`src/rtl/lsma_pkg.sv`:
```
// ============================================================================
// lsma_pkg : shared types and constants for lidar sector minimum avoidance
// Widths, register indexes, reset values, drive action codes and the
// structs passed between the block's modules.
// ============================================================================
package lsma_pkg;

  // Field widths
  localparam int DistW    = 16;
  localparam int SpeedW   = 12;
  localparam int CmdW     = 13;
  localparam int AngleW   = 9;
  localparam int RegIdxW  = 3;
  localparam int CfgDataW = 16;
  localparam int InDataW  = 32;  // angle_index + range_mm, padded to bytes
  localparam int OutDataW = 32;  // action + linear_cmd + angular_cmd, padded

  // Register reset values
  localparam logic [DistW-1:0]  MaxRangeRst    = 16'd3500;
  localparam logic [DistW-1:0]  CrashDistRst   = 16'd250;
  localparam logic [DistW-1:0]  BehindClearRst = 16'd1000;
  localparam logic [DistW-1:0]  StopDistRst    = 16'd150;
  localparam logic [DistW-1:0]  TestDistRst    = 16'd400;
  localparam logic [SpeedW-1:0] LinSpeedRst    = 12'd300;
  localparam logic [SpeedW-1:0] AngSpeedRst    = 12'd1500;

  // Configuration register indexes
  typedef enum logic [RegIdxW-1:0] {
    REG_MAX_RANGE     = 3'd0,
    REG_CRASH_DIST    = 3'd1,
    REG_BEHIND_CLEAR  = 3'd2,
    REG_STOP_DIST     = 3'd3,
    REG_TEST_DIST     = 3'd4,
    REG_LINEAR_SPEED  = 3'd5,
    REG_ANGULAR_SPEED = 3'd6
  } reg_idx_t;

  // Drive actions
  typedef enum logic [2:0] {
    ACT_FORWARD    = 3'd0,
    ACT_TURN_LEFT  = 3'd1,
    ACT_TURN_RIGHT = 3'd2,
    ACT_BACKWARD   = 3'd3,
    ACT_STOP       = 3'd4
  } action_t;

  // Item kinds (carried on tuser)
  localparam logic ModeSample = 1'b0;
  localparam logic ModeTick   = 1'b1;

  // Configuration register bank
  typedef struct packed {
    logic [DistW-1:0]  max_range;
    logic [DistW-1:0]  crash_dist;
    logic [DistW-1:0]  behind_clear;
    logic [DistW-1:0]  stop_dist;
    logic [DistW-1:0]  test_dist;
    logic [SpeedW-1:0] linear_speed;
    logic [SpeedW-1:0] angular_speed;
  } cfg_t;

  // One input item as held in the input register
  typedef struct packed {
    logic              mode;
    logic [AngleW-1:0] angle;
    logic [DistW-1:0]  range;
    logic              last;
  } item_t;

  // Committed scan results seen by the drive decision
  typedef struct packed {
    logic [DistW-1:0] front;
    logic [DistW-1:0] fleft;
    logic [DistW-1:0] fright;
    logic             crash;
  } scan_stat_t;

  // Drive decision
  typedef struct packed {
    logic                   valid;
    action_t                action;
    logic signed [CmdW-1:0] linear;
    logic signed [CmdW-1:0] angular;
  } drive_t;

endpackage

```
`src/rtl/lsma_cfg.sv`:
```
// ============================================================================
// lsma_cfg : configuration register bank
// Seven write-only registers, written by index on cfg_we.
// ============================================================================
module lsma_cfg (
  input  logic                          clk,
  input  logic                          rst_n,
  input  logic                          cfg_we,
  input  logic [lsma_pkg::RegIdxW-1:0]  cfg_index,
  input  logic [lsma_pkg::CfgDataW-1:0] cfg_wdata,
  output lsma_pkg::cfg_t                cfg
);

  lsma_pkg::cfg_t cfg_r;
  lsma_pkg::cfg_t cfg_nxt;

  // Register decode
  always_comb begin
    cfg_nxt = cfg_r;
    if (cfg_we) begin
      case (cfg_index)
        lsma_pkg::REG_MAX_RANGE:     cfg_nxt.max_range     = cfg_wdata;
        lsma_pkg::REG_CRASH_DIST:    cfg_nxt.crash_dist    = cfg_wdata;
        lsma_pkg::REG_BEHIND_CLEAR:  cfg_nxt.behind_clear  = cfg_wdata;
        lsma_pkg::REG_STOP_DIST:     cfg_nxt.stop_dist     = cfg_wdata;
        lsma_pkg::REG_TEST_DIST:     cfg_nxt.test_dist     = cfg_wdata;
        lsma_pkg::REG_LINEAR_SPEED:
          cfg_nxt.linear_speed  = cfg_wdata[lsma_pkg::SpeedW-1:0];
        lsma_pkg::REG_ANGULAR_SPEED:
          cfg_nxt.angular_speed = cfg_wdata[lsma_pkg::SpeedW-1:0];
        default: ;  // unknown index: ignored
      endcase
    end
  end

  always_ff @(posedge clk) begin
    if (!rst_n) begin
      cfg_r.max_range     <= lsma_pkg::MaxRangeRst;
      cfg_r.crash_dist    <= lsma_pkg::CrashDistRst;
      cfg_r.behind_clear  <= lsma_pkg::BehindClearRst;
      cfg_r.stop_dist     <= lsma_pkg::StopDistRst;
      cfg_r.test_dist     <= lsma_pkg::TestDistRst;
      cfg_r.linear_speed  <= lsma_pkg::LinSpeedRst;
      cfg_r.angular_speed <= lsma_pkg::AngSpeedRst;
    end else begin
      cfg_r <= cfg_nxt;
    end
  end

  assign cfg = cfg_r;

endmodule

```
`src/rtl/lsma_sector.sv`:
```
// ============================================================================
// lsma_sector : sector minimum tracking and scan commit
// Decodes the beam angle to a sector, keeps six running minima, and on the
// last sample of a scan commits the front minima and updates the crash flag.
// ============================================================================
module lsma_sector (
  input  logic                 clk,
  input  logic                 rst_n,
  input  lsma_pkg::cfg_t       cfg,
  input  logic                 sample_en,
  input  lsma_pkg::item_t      item,
  output lsma_pkg::scan_stat_t stat
);

  typedef enum logic [2:0] {
    SEC_FRONT  = 3'd0,
    SEC_FLEFT  = 3'd1,
    SEC_LEFT   = 3'd2,
    SEC_RIGHT  = 3'd3,
    SEC_FRIGHT = 3'd4,
    SEC_BEHIND = 3'd5,
    SEC_NONE   = 3'd6
  } sector_t;

  localparam int NumSec = 6;

  sector_t                    sec;
  logic [lsma_pkg::DistW-1:0] min_r   [NumSec];
  logic [lsma_pkg::DistW-1:0] min_nxt [NumSec];
  logic [lsma_pkg::DistW-1:0] cand    [NumSec];
  lsma_pkg::scan_stat_t       stat_r;
  lsma_pkg::scan_stat_t       stat_nxt;
  logic                       near;

  // Angle to sector
  always_comb begin
    if (item.angle inside {[9'd0:9'd29], [9'd330:9'd359]}) sec = SEC_FRONT;
    else if (item.angle inside {[9'd30:9'd59]})            sec = SEC_FLEFT;
    else if (item.angle inside {[9'd60:9'd89]})            sec = SEC_LEFT;
    else if (item.angle inside {[9'd90:9'd269]})           sec = SEC_BEHIND;
    else if (item.angle inside {[9'd270:9'd299]})          sec = SEC_RIGHT;
    else if (item.angle inside {[9'd300:9'd329]})          sec = SEC_FRIGHT;
    else                                                   sec = SEC_NONE;
  end

  // Candidate minima including this sample; zero range is no return
  always_comb begin
    for (int i = 0; i < NumSec; i++) begin
      cand[i] = min_r[i];
      if (item.range != '0 && sec == sector_t'(3'(i)) && item.range < min_r[i]) begin
        cand[i] = item.range;
      end
    end
  end

  assign near = (cand[SEC_FRONT]  < cfg.crash_dist) ||
                (cand[SEC_FRIGHT] < cfg.crash_dist) ||
                (cand[SEC_RIGHT]  < cfg.crash_dist);

  // Minima update and commit on last sample
  always_comb begin
    stat_nxt = stat_r;
    for (int i = 0; i < NumSec; i++) begin
      min_nxt[i] = min_r[i];
    end
    if (sample_en) begin
      for (int i = 0; i < NumSec; i++) begin
        min_nxt[i] = item.last ? cfg.max_range : cand[i];
      end
      if (item.last) begin
        stat_nxt.front  = cand[SEC_FRONT];
        stat_nxt.fleft  = cand[SEC_FLEFT];
        stat_nxt.fright = cand[SEC_FRIGHT];
        if (!near) begin
          stat_nxt.crash = 1'b0;
        end else if (cand[SEC_BEHIND] > cfg.behind_clear) begin
          stat_nxt.crash = 1'b1;
        end
      end
    end
  end

  always_ff @(posedge clk) begin
    if (!rst_n) begin
      for (int i = 0; i < NumSec; i++) begin
        min_r[i] <= lsma_pkg::MaxRangeRst;
      end
      stat_r <= '0;
    end else begin
      for (int i = 0; i < NumSec; i++) begin
        min_r[i] <= min_nxt[i];
      end
      stat_r <= stat_nxt;
    end
  end

  assign stat = stat_r;

endmodule

```
`src/rtl/lsma_drive.sv`:
```
// ============================================================================
// lsma_drive : drive command decision
// Chooses stop, backward, forward or a turn from the committed minima and
// the crash flag; an exact tie with the test distance gives no command unless stop or backward applies.
// ============================================================================
module lsma_drive (
  input  lsma_pkg::cfg_t       cfg,
  input  lsma_pkg::scan_stat_t stat,
  output lsma_pkg::drive_t     drive
);

  logic signed [lsma_pkg::CmdW-1:0] lin_pos;
  logic signed [lsma_pkg::CmdW-1:0] ang_pos;
  logic                             tie;

  assign lin_pos = $signed({1'b0, cfg.linear_speed});
  assign ang_pos = $signed({1'b0, cfg.angular_speed});
  assign tie = (stat.front == cfg.test_dist) || (stat.fleft == cfg.test_dist) ||
               (stat.fright == cfg.test_dist);

  // Priority decision
  always_comb begin
    drive.valid   = 1'b1;
    drive.action  = lsma_pkg::ACT_STOP;
    drive.linear  = '0;
    drive.angular = '0;
    if (!(stat.front > cfg.stop_dist)) begin
      drive.action = lsma_pkg::ACT_STOP;
    end else if (stat.crash) begin
      drive.action = lsma_pkg::ACT_BACKWARD;
      drive.linear = -lin_pos;
    end else if (tie) begin
      drive.valid = 1'b0;
    end else if (stat.front > cfg.test_dist && stat.fleft > cfg.test_dist &&
                 stat.fright > cfg.test_dist) begin
      drive.action = lsma_pkg::ACT_FORWARD;
      drive.linear = lin_pos;
    end else if (stat.fleft < cfg.test_dist && stat.fright > cfg.test_dist) begin
      drive.action  = lsma_pkg::ACT_TURN_RIGHT;
      drive.angular = -ang_pos;
    end else begin
      drive.action  = lsma_pkg::ACT_TURN_LEFT;
      drive.angular = ang_pos;
    end
  end

endmodule

```
`src/rtl/lidar_sector_min_avoidance.sv`:
```
// ============================================================================
// lidar_sector_min_avoidance : lidar sector minimum obstacle avoidance
// Tracks per-sector minimum lidar ranges and issues drive commands on ticks.
// ============================================================================
//
//  Channel  Direction  Beat contents
//  -------  ---------  ----------------------------------------------------
//  in_      slave      tdata: angle_index, range_mm; tuser: mode;
//                      tlast: last_sample
//  out_     master     tdata: action, linear_cmd, angular_cmd
//  cfg_     write      cfg_index selects register, cfg_wdata value
//
//  One beat per cycle unless a tick stalls: input register, combinational
//  sector/decision logic, then the result register, which drives out_.
//  Reset (synchronous, rst_n low) restores register defaults, restarts
//  the minima at 3500 and clears committed state. A tick stalls in the
//  input register only while the result register is full and out_tready
//  is low; samples never stall.
//
module lidar_sector_min_avoidance (
  input  logic                          clk,
  input  logic                          rst_n,
  // input stream
  input  logic                          in_tvalid,
  output logic                          in_tready,
  input  logic [lsma_pkg::InDataW-1:0]  in_tdata,   // [8:0] angle_index, [24:9] range_mm
  input  logic                          in_tuser,   // [0] mode
  input  logic                          in_tlast,
  // result stream
  output logic                          out_tvalid,
  input  logic                          out_tready,
  output logic [lsma_pkg::OutDataW-1:0] out_tdata,  // [2:0] action, [15:3] linear_cmd,
                                                    // [28:16] angular_cmd
  // configuration
  input  logic                          cfg_we,
  input  logic [lsma_pkg::RegIdxW-1:0]  cfg_index,
  input  logic [lsma_pkg::CfgDataW-1:0] cfg_wdata
);

  lsma_pkg::cfg_t       cfg;
  lsma_pkg::scan_stat_t stat;
  lsma_pkg::drive_t     drive;

  logic                 in_valid_r;
  logic                 in_valid_nxt;
  lsma_pkg::item_t      item_r;
  lsma_pkg::item_t      item_nxt;
  logic                 out_valid_r;
  logic                 out_valid_nxt;
  lsma_pkg::drive_t     res_r;
  lsma_pkg::drive_t     res_nxt;

  logic                 out_free;
  logic                 advance;
  logic                 fire;
  logic                 sample_en;
  logic                 emit;
  logic                 in_accept;

  lsma_cfg u_cfg (
    .clk       (clk),
    .rst_n     (rst_n),
    .cfg_we    (cfg_we),
    .cfg_index (cfg_index),
    .cfg_wdata (cfg_wdata),
    .cfg       (cfg)
  );

  lsma_sector u_sector (
    .clk       (clk),
    .rst_n     (rst_n),
    .cfg       (cfg),
    .sample_en (sample_en),
    .item      (item_r),
    .stat      (stat)
  );

  lsma_drive u_drive (
    .cfg   (cfg),
    .stat  (stat),
    .drive (drive)
  );

  // Flow control: a tick needs room in the result register
  assign out_free  = !out_valid_r || out_tready;
  assign advance   = !in_valid_r || (item_r.mode == lsma_pkg::ModeSample) || out_free;
  assign in_tready = advance;
  assign in_accept = in_tvalid && in_tready;
  assign fire      = in_valid_r && advance;
  assign sample_en = fire && (item_r.mode == lsma_pkg::ModeSample);
  assign emit      = fire && (item_r.mode == lsma_pkg::ModeTick) && drive.valid;

  // Input register
  always_comb begin
    in_valid_nxt = in_accept || (in_valid_r && !advance);
    item_nxt     = item_r;
    if (in_accept) begin
      item_nxt.mode  = in_tuser;
      item_nxt.angle = in_tdata[lsma_pkg::AngleW-1:0];
      item_nxt.range = in_tdata[lsma_pkg::AngleW +: lsma_pkg::DistW];
      item_nxt.last  = in_tlast;
    end
  end

  // Result register
  always_comb begin
    res_nxt = res_r;
    if (emit) begin
      out_valid_nxt = 1'b1;
      res_nxt       = drive;
    end else if (out_tready) begin
      out_valid_nxt = 1'b0;
    end else begin
      out_valid_nxt = out_valid_r;
    end
  end

  always_ff @(posedge clk) begin
    if (!rst_n) begin
      in_valid_r  <= 1'b0;
      out_valid_r <= 1'b0;
    end else begin
      in_valid_r  <= in_valid_nxt;
      out_valid_r <= out_valid_nxt;
    end
  end

  always_ff @(posedge clk) begin
    item_r <= item_nxt;
    res_r  <= res_nxt;
  end

  assign out_tvalid = out_valid_r;
  assign out_tdata  = {3'b000, res_r.angular, res_r.linear, res_r.action};

endmodule
```
`config.mk`:
```
export PLATFORM = sky130hd
export DESIGN_NAME = lidar_sector_min_avoidance
export DESIGN_NICKNAME = d
export VERILOG_FILES = /design/src/rtl/lsma_pkg.sv /design/src/rtl/lsma_cfg.sv /design/src/rtl/lsma_sector.sv /design/src/rtl/lsma_drive.sv /design/src/rtl/lidar_sector_min_avoidance.sv
export SDC_FILE = /design/constraint.sdc
export NUM_CORES = 1
export LEC_CHECK = 0
export BUFFER_PORTS_ARGS = -buffer_cell sky130_fd_sc_hd__buf_2
export CAP_MARGIN = 20
export CORE_MARGIN = 3
export CORE_UTILIZATION = 62
export DETAILED_ROUTE_END_ITERATION = 10
export HOLD_SLACK_MARGIN = 0.1
export PLACE_DENSITY = 0.81
export SKIP_CTS_REPAIR_TIMING = 1
export SLEW_MARGIN = 40
export SYNTH_ARGS = -nofsm -noshare
export SYNTH_HDL_FRONTEND = slang
export SYNTH_SLANG_ARGS = --single-unit
```
`constraint.sdc`:
```
create_clock -name clk -period 5.12 [get_ports clk]
set_input_delay 0.512 -clock clk [delete_from_list [all_inputs] [get_ports clk]]
set_output_delay 0.512 -clock clk [all_outputs]
set_load 0.02 [all_outputs]
```
==> flow_metrics.tcl, run 1 <==
set metrics [dict create \
    rows 59 \
    finalWorstSetupSlack_ns 0.417 \
    slew_headroom_pct 44.8 \
    nets 2283 \
    cp_top_family "compound AO/OA/AOI/OAI gates" \
    dr.pass1.iters 6 \
    routed_wl_um 49600 \
    numPortBuffers 80 \
    slowest_stage "edfxtp_1" \
    regArea_um2 6360 \
    p_per_area_nw_per_um2 299 \
    ioPinCount 92 \
    wl_per_cell_um 20.8 \
    grt_max_degree 82 \
    use_met3_pct 5.68 \
    async_flop_share_pct 0 \
    drt_iter0_drc 1516 \
    cts_root_buffer "clkbuf_16" \
    synth-seq-cells 290 \
    hpwlAfterDp_um 35900 \
    fin_crit_ns 4.70 \
    ant_nets 0 \
    start_kind "register" \
    setup_tns_ns 0 \
    leakage_nw 7.90 \
    die-area_um2 29200 \
    seq_area_frac_synth_pct 37.7 \
    htreeDepth 1 \
    yosys_warnings 0 \
    tritoncts "done" \
    hold_path.class "in2reg" \
    synth.avg_cell_area_um2 8.53 \
    clockBufferDepth 3 \
    worstSetupEndpointType "register" \
    cts_buffers 30 \
    start_util_pct 63.9 \
    place_worst_setup_slack_ns 0.497 \
    clock_latency_ns 0.57 \
    drc 0 \
    drive_gt1_share_pct 12.1 \
    place.gp.congestion 0.975 \
    hold_ws_ns 0.118 \
    final.setup_skew_ns 0.0185 \
    viasPerCell 6.39 \
    grt_pass1_vias 14500 \
    setup_viol 0 \
    synthCells 1975 \
    grt-ovfl-total 0 \
    core_area_um2 26400 \
    grt_antenna_before_repair 0 \
    grt_pass1_wl_um 77600 \
    yosys_most_used_dff "dfxtp_1" \
    track_usage_pct 33.5 \
    ys_types 71 \
    worstPathArrival_ns 5.19 \
    use_met1_pct 44.2 \
    crit_chain "ha_1 -> a21o_1 -> a21o_1 -> a221o_1 -> a2111oi_2 -> o211ai_1 -> buf_2 -> mux2_2 -> ha_1 -> a21oi_1 -> o21ai_0 -> a221oi_1 -> o21ai_0 -> a22o_1 -> a31oi_1" \
    die_w_um 171 \
    gr-usage-met2_pct 52.9 \
    clkTransAtPathRegs_ns 0.06 \
    clock-sinks 290 \
    area_growth_pct 10.7 \
    top_usage_layer "met2" \
    required_ns 5.61 \
    worst_pin_slew_ns 0.825 \
    synth_edf_count 55 \
    fin_crit_sh_pct 91.9 \
    slew_violations 0 \
    max-vdd-ir-drop_mv 0.278 \
    max-cap-violations 0 \
    diodes 0 \
    multi_input_area_um2 9560 \
    fill_cells 2042 \
    max_freq_mhz 213 \
    status "finished, final reports clean" \
    finalHoldViolCount 0 \
    cpPeakStageDelay_ns 0.72 \
    cp_num_buf_inv 1 \
    cp_max_fo 12 \
    vias 15200 \
    grt_setup_unrepaired "false" \
    criticalPathCategory "reg2reg" \
    die_h_um 171 \
    synth_area_um2 16800 \
]
## worst reg2reg max path: stages (launching register included)
cell	delay [ns]
edfxtp_1	0.72
ha_1	0.35
a21o_1	0.16
a21o_1	0.17
a221o_1	0.34
a2111oi_2	0.38
o211ai_1	0.28
buf_2	0.26
mux2_2	0.31
ha_1	0.30
a21oi_1	0.13
o21ai_0	0.14
a221oi_1	0.53
o21ai_0	0.17
a22o_1	0.27
a31oi_1	0.15
## routing by layer
layer	up-vias	routed length, µm
met4	0	2940
met2	795	21700
met1	7082	20500
met3	184	4470
li1	7158	-
met5	-	0
## final cells by class
| class | instances | share of cell area [%] |
|---|---|---|
| multi-input combinational | 1432 | 51.3 |
| sequential | 290 | 34.1 |
| clock buffer | 42 | 4.94 |
| timing repair buffer | 116 | 3.70 |
| inverter | 153 | 3.09 |
| tap | 335 | 2.25 |
| clock inverter | 13 | 0.678 |
## layout by cell type (no fill, tap or decap), types with 9 or more instances in the layout
cell / netlist / routed
nand2_1: 250 / 250
dfxtp_1: 235 / 235
ha_1: 202 / 202
a21oi_1: 189 / 188
nor2_1: 158 / 155
inv_1: 152 / 152
o21ai_0: 98 / 98
buf_2: 12 / 81
nor3_1: 62 / 60
edfxtp_1: 55 / 55
mux2_2: 49 / 49
o211ai_1: 46 / 46
nand3_1: 40 / 40
a21o_1: 36 / 36
clkbuf_16: 0 / 34
buf_4: 4 / 32
nand4_1: 27 / 27
nor2b_1: 25 / 24
o21a_1: 24 / 24
a211oi_1: 22 / 22
a221oi_1: 20 / 20
a22oi_1: 15 / 15
or3_1: 14 / 14
nand2b_1: 12 / 11
nor4_1: 11 / 11
and3_1: 9 / 9
a31o_2: 9 / 9
## cell usage after synthesis (all sizes together), types with 4 or more instances
master	count	area share [%]
a21oi	189	5.6
a221oi	20	1.0
mux2i	4	0.24
nand2b	12	0.45
nor3	64	2.0
and4	8	0.42
a311o	7	0.42
a211oi	23	1.1
nand3	40	1.2
nand2	250	5.6
ha	202	15
inv	153	3.4
nor4	11	0.41
and3	9	0.33
a221o	8	0.48
a2111oi	4	0.25
or3	14	0.52
xor2	8	0.42
a31oi	7	0.26
nor3b	4	0.21
clkbuf	82	1.8
nor2b	25	0.93
edfxtp	55	9.8
a22oi	15	0.67
o31ai	5	0.22
nor2	159	3.6
mux2	53	3.5
dfxtp	235	28
o21a	24	1.1
buf	20	0.67
and2	4	0.15
a31o	9	0.47
o221ai	8	0.42
o21ai	99	2.9
nand4	27	1.0
o211ai	46	2.0
a21o	36	1.6
## flip-flops by register name, summed over array words and instances, names as in the netlist, named ones only
name,flops
item_r,26
u_sector.min_r,80
out_tvalid,1
out_tdata,29
u_sector.stat,49
u_cfg.cfg,104
## cell families after synthesis
group | Yosys count | synth area share [%]
AO/OA/AOI/OAI | 521 | 19.7
XOR/XNOR | 11 | 0.572
adder cells (fa/ha/maj) | 202 | 15.0
buffers and inverters | 255 | 5.91
flip-flops | 290 | 37.7
multiplexers | 57 | 3.78
other | 1 | 0.0223
AND/OR/NAND/NOR | 638 | 17.3
## final timing paths
kind | slack [ns] | startpoint | to | cells after the start
setup / recovery | 0.42 | item_r[10] | u_sector.stat[0] | 15
hold / removal | 0.12 | in_tdata[11] | item_r[3] | 1
setup reg to reg | 0.42 | item_r[10] | u_sector.stat[0] | 15
hold reg to reg | 0.46 | u_cfg.cfg[81] | u_cfg.cfg[81] | 2
## through the flow
step                power, mW  cell area [µm²]  instances  utilization [%]
detailed placement       3.29            17600       2324             66.7
global route             5.76            18600       2381             70.7
CTS                      5.56            18600       2379             70.7
floorplan                3.04            16900       1977                -
global placement         3.26            17600       2323             66.6
finish                   5.57            18600       2381             70.7
## power breakdown
| part | switching (mW) | internal (mW) |
|---|---|---|
| Sequential | 0.0743 | 2.41 |
| Combinational | 0.490 | 0.296 |
| Clock | 0.943 | 1.35 |
Note: power is estimated with default switching activity, not from simulation.
==> run 2, diff against run 1 <==
--- a/config.mk
+++ b/config.mk
@@ -5,6 +5,7 @@
 export SDC_FILE = /design/constraint.sdc
 export NUM_CORES = 1
 export LEC_CHECK = 0
+export ABC_AREA = 1
 export BUFFER_PORTS_ARGS = -buffer_cell sky130_fd_sc_hd__buf_2
 export CAP_MARGIN = 20
 export CORE_MARGIN = 3
==> run 2 against run 1 <==
Total power rose by 2.7%. Fmax rose by 9.1%. Die area rose by 0.41%. Final area fell by 0.62%. Core utilization fell by 0.63 points. Wire length fell by 4.6%. Critical path depth rose by 2. Clock-buffer cell count rose by 4. Worst hold slack improved by 0.056 ns. Critical path type unchanged. Largest cell class unchanged. Highest routed layer unchanged.
==> flow_metrics.tcl, run 2 <==
set metrics [dict create \
    status "finished, final reports clean" \
    ioPinCount 92 \
    synth_most_common_cell "nand2_1" \
    die_h_um 171 \
    cp_max_fo 32 \
    grt_pass1_wl_um 74400 \
    fin_util_pct 70.1 \
    wl_per_cell_um 18.4 \
    yosysTopAreaCell "dfxtp_1" \
    routed_wl_um 47400 \
    synth_common_cells "nand2_1 (435), inv_1 (280), dfxtp_1 (235)" \
    numPortBuffers 80 \
    seq_area_frac_synth_pct 37.6 \
    synth_area_um2 16900 \
    nets 2475 \
    diodes 0 \
    required_ns 5.57 \
    grt-ovfl-total 0 \
    design_area_um2 18500 \
    start_kind "register" \
    dr.pass1.iters 6 \
    max-vdd-ir-drop_mv 0.286 \
    clkTransAtPathRegs_ns 0.06 \
    cts_root_buffer "clkbuf_16" \
    drive_gt1_share_pct 9.51 \
    die-area_um2 29300 \
    top_usage_layer "met2" \
    hold_ws_ns 0.174 \
    grt_pass1_vias 14100 \
    fin_crit_ns 4.31 \
    fin_crit_sh_pct 84.2 \
    slew_headroom_pct 40.8 \
    finalHoldViolCount 0 \
    grt_antenna_before_repair 0 \
    yosys_most_used_dff "dfxtp_1" \
    ant_nets 0 \
    place_area_um2 17500 \
    viasPerCell 6.00 \
    cts_buffers 34 \
    clock_latency_ns 0.52 \
    tritoncts "done" \
    ys_top_cells_by_area "dfxtp_1 (28%), ha_1 (15%), edfxtp_1 (9.8%), nand2_1 (9.7%), inv_1 (6.2%)" \
    rows 59 \
    final_cell_mix "nand2_1 (435), inv_1 (279), dfxtp_1 (235)" \
    synthCells 2178 \
    use_met1_pct 43.6 \
    yosys_warnings 0 \
    vias 15500 \
    synth_edf_count 55 \
    area_growth_pct 9.53 \
    synth_top_area_share_pct 27.8 \
    ys_types 55 \
    setup_tns_ns 0 \
    largest_register_ffs 104 \
    final.setup_skew_ns 0.0170 \
    async_flop_share_pct 0 \
    setup_viol 0 \
    max-cap-violations 0 \
    slew_violations 0 \
    worst_pin_slew_ns 0.887 \
    htreeDepth 2 \
    worstPathArrival_ns 4.76 \
    drc 0 \
    grt_max_degree 101 \
    clock-sinks 290 \
    criticalPathCategory "reg2reg" \
    clockBufferDepth 3 \
    track_usage_pct 32.1 \
    place.gp.congestion 0.940 \
    synth-seq-cells 290 \
    hold_path.class "in2reg" \
    start_util_pct 64.0 \
    drt_iter0_drc 1613 \
    p_per_area_nw_per_um2 309 \
    worstSetupEndpointType "register" \
    layout_commonest_cell "nand2_1" \
    hpwlAfterDp_um 33900 \
    use_met3_pct 5.17 \
    grt_setup_unrepaired "false" \
    finalWorstSetupSlack_ns 0.809 \
    die_w_um 171 \
    max_freq_mhz 232 \
    synth.avg_cell_area_um2 7.77 \
    gr-usage-met2_pct 50.9 \
    core_area_um2 26400 \
    place_worst_setup_slack_ns 0.838 \
    leakage_nw 8.76 \
]
run 2: routing by layer:
metal  up-vias  routed length [µm]
met5         -                   0
li1       7448                   -
met3       138                4770
met1      7105               19300
met2       771               21000
met4         0                2290
run 2: cell type report:
class | instances | area [µm²]
Timing Repair Buffer | 93 | 508
Inverter | 291 | 1090
Clock buffer | 46 | 926
Clock inverter | 15 | 136
Sequential cell | 290 | 6360
Tap cell | 335 | 419
Multi-Input combinational cell | 1505 | 9090
Fill cell | 2126 | 7900
run 2: per-stage QoR:
stage,total power [mW],instances
after floorplan,3.15,2180
after global placement,3.38,2514
after detailed placement,3.42,2514
after CTS,5.72,2575
after global routing,5.95,2575
final,5.72,2575
run 2: path summary, 6_finish.rpt:
path,start,to,slack [ns],cells past startpoint
min reg2reg,u_cfg.cfg[50],u_cfg.cfg[50],0.46,2
max reg2reg,item_r[12],u_sector.stat[0],0.81,17
min,in_tdata[21],item_r[13],0.17,1
max,item_r[12],u_sector.stat[0],0.81,17
run 2: power breakdown:
part	internal, mW	switching [mW]	total [mW]	leakage (nW)
sequential	2.43	0.0694	2.50	2.44
clock	1.37	0.952	2.33	0.520
combinational	0.303	0.595	0.898	5.79
total	4.11	1.62	5.72	8.76
run 2: logic make-up (layout without fill, tap and decap cells):
group                      after synthesis  after routing  synth area share, %
buffers and inverters                  385            445                 8.88
and+or+nand+nor                        682            682                 16.4
DFF                                    290            290                 37.6
other                                    1              3               0.0222
adders and majority gates              202            202                 14.9
xor gates and xnor gates                13             13                0.673
AOI/OAI and AO/OA                      605            605                 21.5
run 2: critical path, cell delays in order, from the launching register on:
cell	delay, ns
edfxtp_1	0.58
ha_1	0.38
a21oi_1	0.15
o31ai_1	0.08
a2111oi_1	0.50
nand3_2	0.70
o21a_1	0.43
ha_1	0.30
inv_1	0.06
o31ai_1	0.25
nand2_1	0.08
o211ai_1	0.12
nand2_1	0.09
o2111ai_1	0.08
nand3_1	0.17
nand2_1	0.11
nand2_1	0.06
nor2_1	0.12
==> run 3, diff against run 2 <==
==> constraint.sdc (replaced) <==
create_clock -name clk -period 4.3 [get_ports clk]
set_input_delay 0.43 -clock clk [delete_from_list [all_inputs] [get_ports clk]]
set_output_delay 0.43 -clock clk [all_outputs]
set_load 0.02 [all_outputs]
==> run 3 against run 2 <==
Final area increased by 1.9%. Critical path depth increased by 1. Sequential cell count unchanged. Combinational power increased by 24%. Worst hold slack got worse by 0.035 ns. Global-route usage increased by 0.26 points. Sequential share of layout area decreased by 0.64 points. Cell count increased by 1.5%. First-iteration DRC count decreased by 4.0%. Wire length increased by 2.3%. Largest power group unchanged. Highest routed layer unchanged.
==> flow_metrics.tcl, run 3 (synthesized netlist as in run 2, its figures left out) <==
set metrics [dict create \
    regToRegSetupSlack_ns 0.39 \
    min_from "in_tvalid" \
    cpPeakStageDelay_ns 0.52 \
    power_frac_clock_pct 40.0 \
    status "finished, final reports clean" \
    required_ns 4.80 \
    p_per_area_nw_per_um2 361 \
    numPortBuffers 80 \
    combPwrFrac_pct 16.3 \
    drc 0 \
    cp_max_fo 11 \
    fin_crit_ns 3.91 \
    final_cell_mix "nand2_1 (435), inv_1 (280), dfxtp_1 (235)" \
    clockBufferDepth 3 \
    ioPinCount 92 \
    worst_pin_slew_ns 0.854 \
    grt_antenna_before_repair 0 \
    layout_commonest_cell "nand2_1" \
    internal_power_mw 4.87 \
    fin_util_pct 71.4 \
    cts_buffers 31 \
    crit_chain "buf_4 -> ha_1 -> a21oi_1 -> o21ai_0 -> a21oi_1 -> nand3_2 -> buf_4 -> o21ai_1 -> ha_1 -> a21oi_1 -> nor2_1 -> a211oi_1 -> nand2_1 -> nand2_1 -> nand2_1 -> nand2_1 -> nor2_1 -> nor2_1" \
    ant_nets 0 \
    r2r_end "u_sector.stat[0]" \
    clock-sinks 290 \
    path_common_cell "nand2_1" \
    p_sw_share_pct 28.4 \
    die-area_um2 29300 \
    hold_path.class "in2reg" \
    htreeDepth 1 \
    largest_register_ffs 104 \
    grt_max_degree 77 \
    criticalPathCategory "reg2reg" \
    net-switching-power_mw 1.94 \
    die_h_um 171 \
    rr_worst_depth 18 \
    grt_setup_unrepaired "false" \
    grt_pass1_wl_um 75400 \
    slowest_stage "edfxtp_1" \
    setup_viol 0 \
    viasPerCell 5.99 \
    wl_per_cell_um 18.5 \
    hpwlAfterDp_um 34900 \
    max_freq_mhz 256 \
    place.gp.congestion 0.951 \
    clock_latency_ns 0.57 \
    diodes 0 \
    track_usage_pct 32.3 \
    area_growth_pct 11.6 \
    slew_violations 0 \
    finalHoldViolCount 0 \
    vias 15600 \
    holdPathStages 3 \
    start_util_pct 64.0 \
    dr.pass1.iters 6 \
    worstPathArrival_ns 4.40 \
    tritoncts "done" \
    nets 2513 \
    worstSetupEndpointType "register" \
    dp_cells 2529 \
    cts_root_buffer "clkbuf_16" \
    crit-reg2reg-launch "item_r[12]" \
    drt_iter0_drc 1549 \
    start_kind "register" \
    grt_pass1_vias 14300 \
    setup_tns_ns 0 \
    max-cap-violations 0 \
    cp_top_family "compound AO/OA/AOI/OAI gates" \
    die_w_um 171 \
    grt-ovfl-total 0 \
    drive_gt1_share_pct 10.1 \
    core_area_um2 26400 \
    p_seq_share_pct 43.7 \
    rows 59 \
    cp_num_buf_inv 2 \
    fin_crit_sh_pct 90.8 \
    clkTransAtPathRegs_ns 0.06 \
    slew_headroom_pct 43.0 \
    leakage_nw 8.94 \
    fill_cells 2056 \
    final.setup_skew_ns 0.0166 \
    max-vdd-ir-drop_mv 0.355 \
    final_cells 2613 \
    routed_wl_um 48500 \
]
==> run 3: cell count changes in the layout (fill, tap and decap cells not counted), moves of 3 or more <==
cell,previous run,this run
clkbuf_1,9,6
clkinv_2,4,8
dlygate4sd3_1,0,26
buf_4,12,28
clkinv_1,6,3
==> run 3: metal layers <==
| layer | share of wire [%] | track usage, % | up-vias |
|---|---|---|---|
| met5 | 0 | 0 | - |
| met4 | 3.9 | 11.8 | 0 |
| met3 | 9.4 | 4.53 | 117 |
| met2 | 45 | 52.2 | 722 |
| met1 | 41 | 44.6 | 7291 |
| li1 | - | - | 7516 |
==> run 3: layout make-up <==
class	count	area (µm²)	share of cell area [%]
clock buffer	44	917	4.86
clock inverter	14	120	0.636
inverter	291	1090	5.79
multi-input combinational	1505	9090	48.1
sequential	290	6360	33.7
tap	335	419	2.22
timing repair buffer	134	886	4.69
==> run 3: stage by stage <==
step	power, mW	area, µm²	hold slack (ns)	worst slack [ns]
after floorplan	3.75	16900	0.429	1.17
after global placement	4.04	17600	0.439	0.621
after detailed placement	4.09	17600	0.449	0.568
after CTS	6.77	18600	0.0103	0.516
after global routing	7.06	18900	0.147	0.0202
final	6.81	18900	0.139	0.395
==> run 3: how the worst max path moves through the flow <==
stage,slack (ns),end,depth (start not counted),from
after floorplan,1.17,out_tdata[0],14,u_cfg.cfg[41]
after global placement,0.62,u_sector.stat[0],17,item_r[10]
after detailed placement,0.57,u_sector.stat[0],18,item_r[12]
after CTS,0.52,u_sector.stat[0],19,item_r[10]
after global routing,0.02,u_sector.stat[0],19,item_r[10]
final,0.39,u_sector.stat[0],18,item_r[12]
==> run 3: worst reg2reg max path, delay by kind of cell, from the launching register on <==
| kind | cells | cell delay (ns) |
|---|---|---|
| buffers and inverters | 2 | 0.47 |
| adders and majority gates | 2 | 0.64 |
| and+or+nand+nor | 8 | 0.89 |
| AOI/OAI and AO/OA | 6 | 1.32 |
| DFF | 1 | 0.52 |
==> run 3: power by group through the flow <==
stage / combinational (mW) / sequential [mW] / clock (mW)
finish: 1.11 / 2.97 / 2.73
global route: 1.24 / 2.98 / 2.84
CTS: 1.07 / 2.97 / 2.73
detailed placement: 1.06 / 3.03 / 0
global placement: 1.01 / 3.02 / 0
floorplan: 0.738 / 3.02 / 0
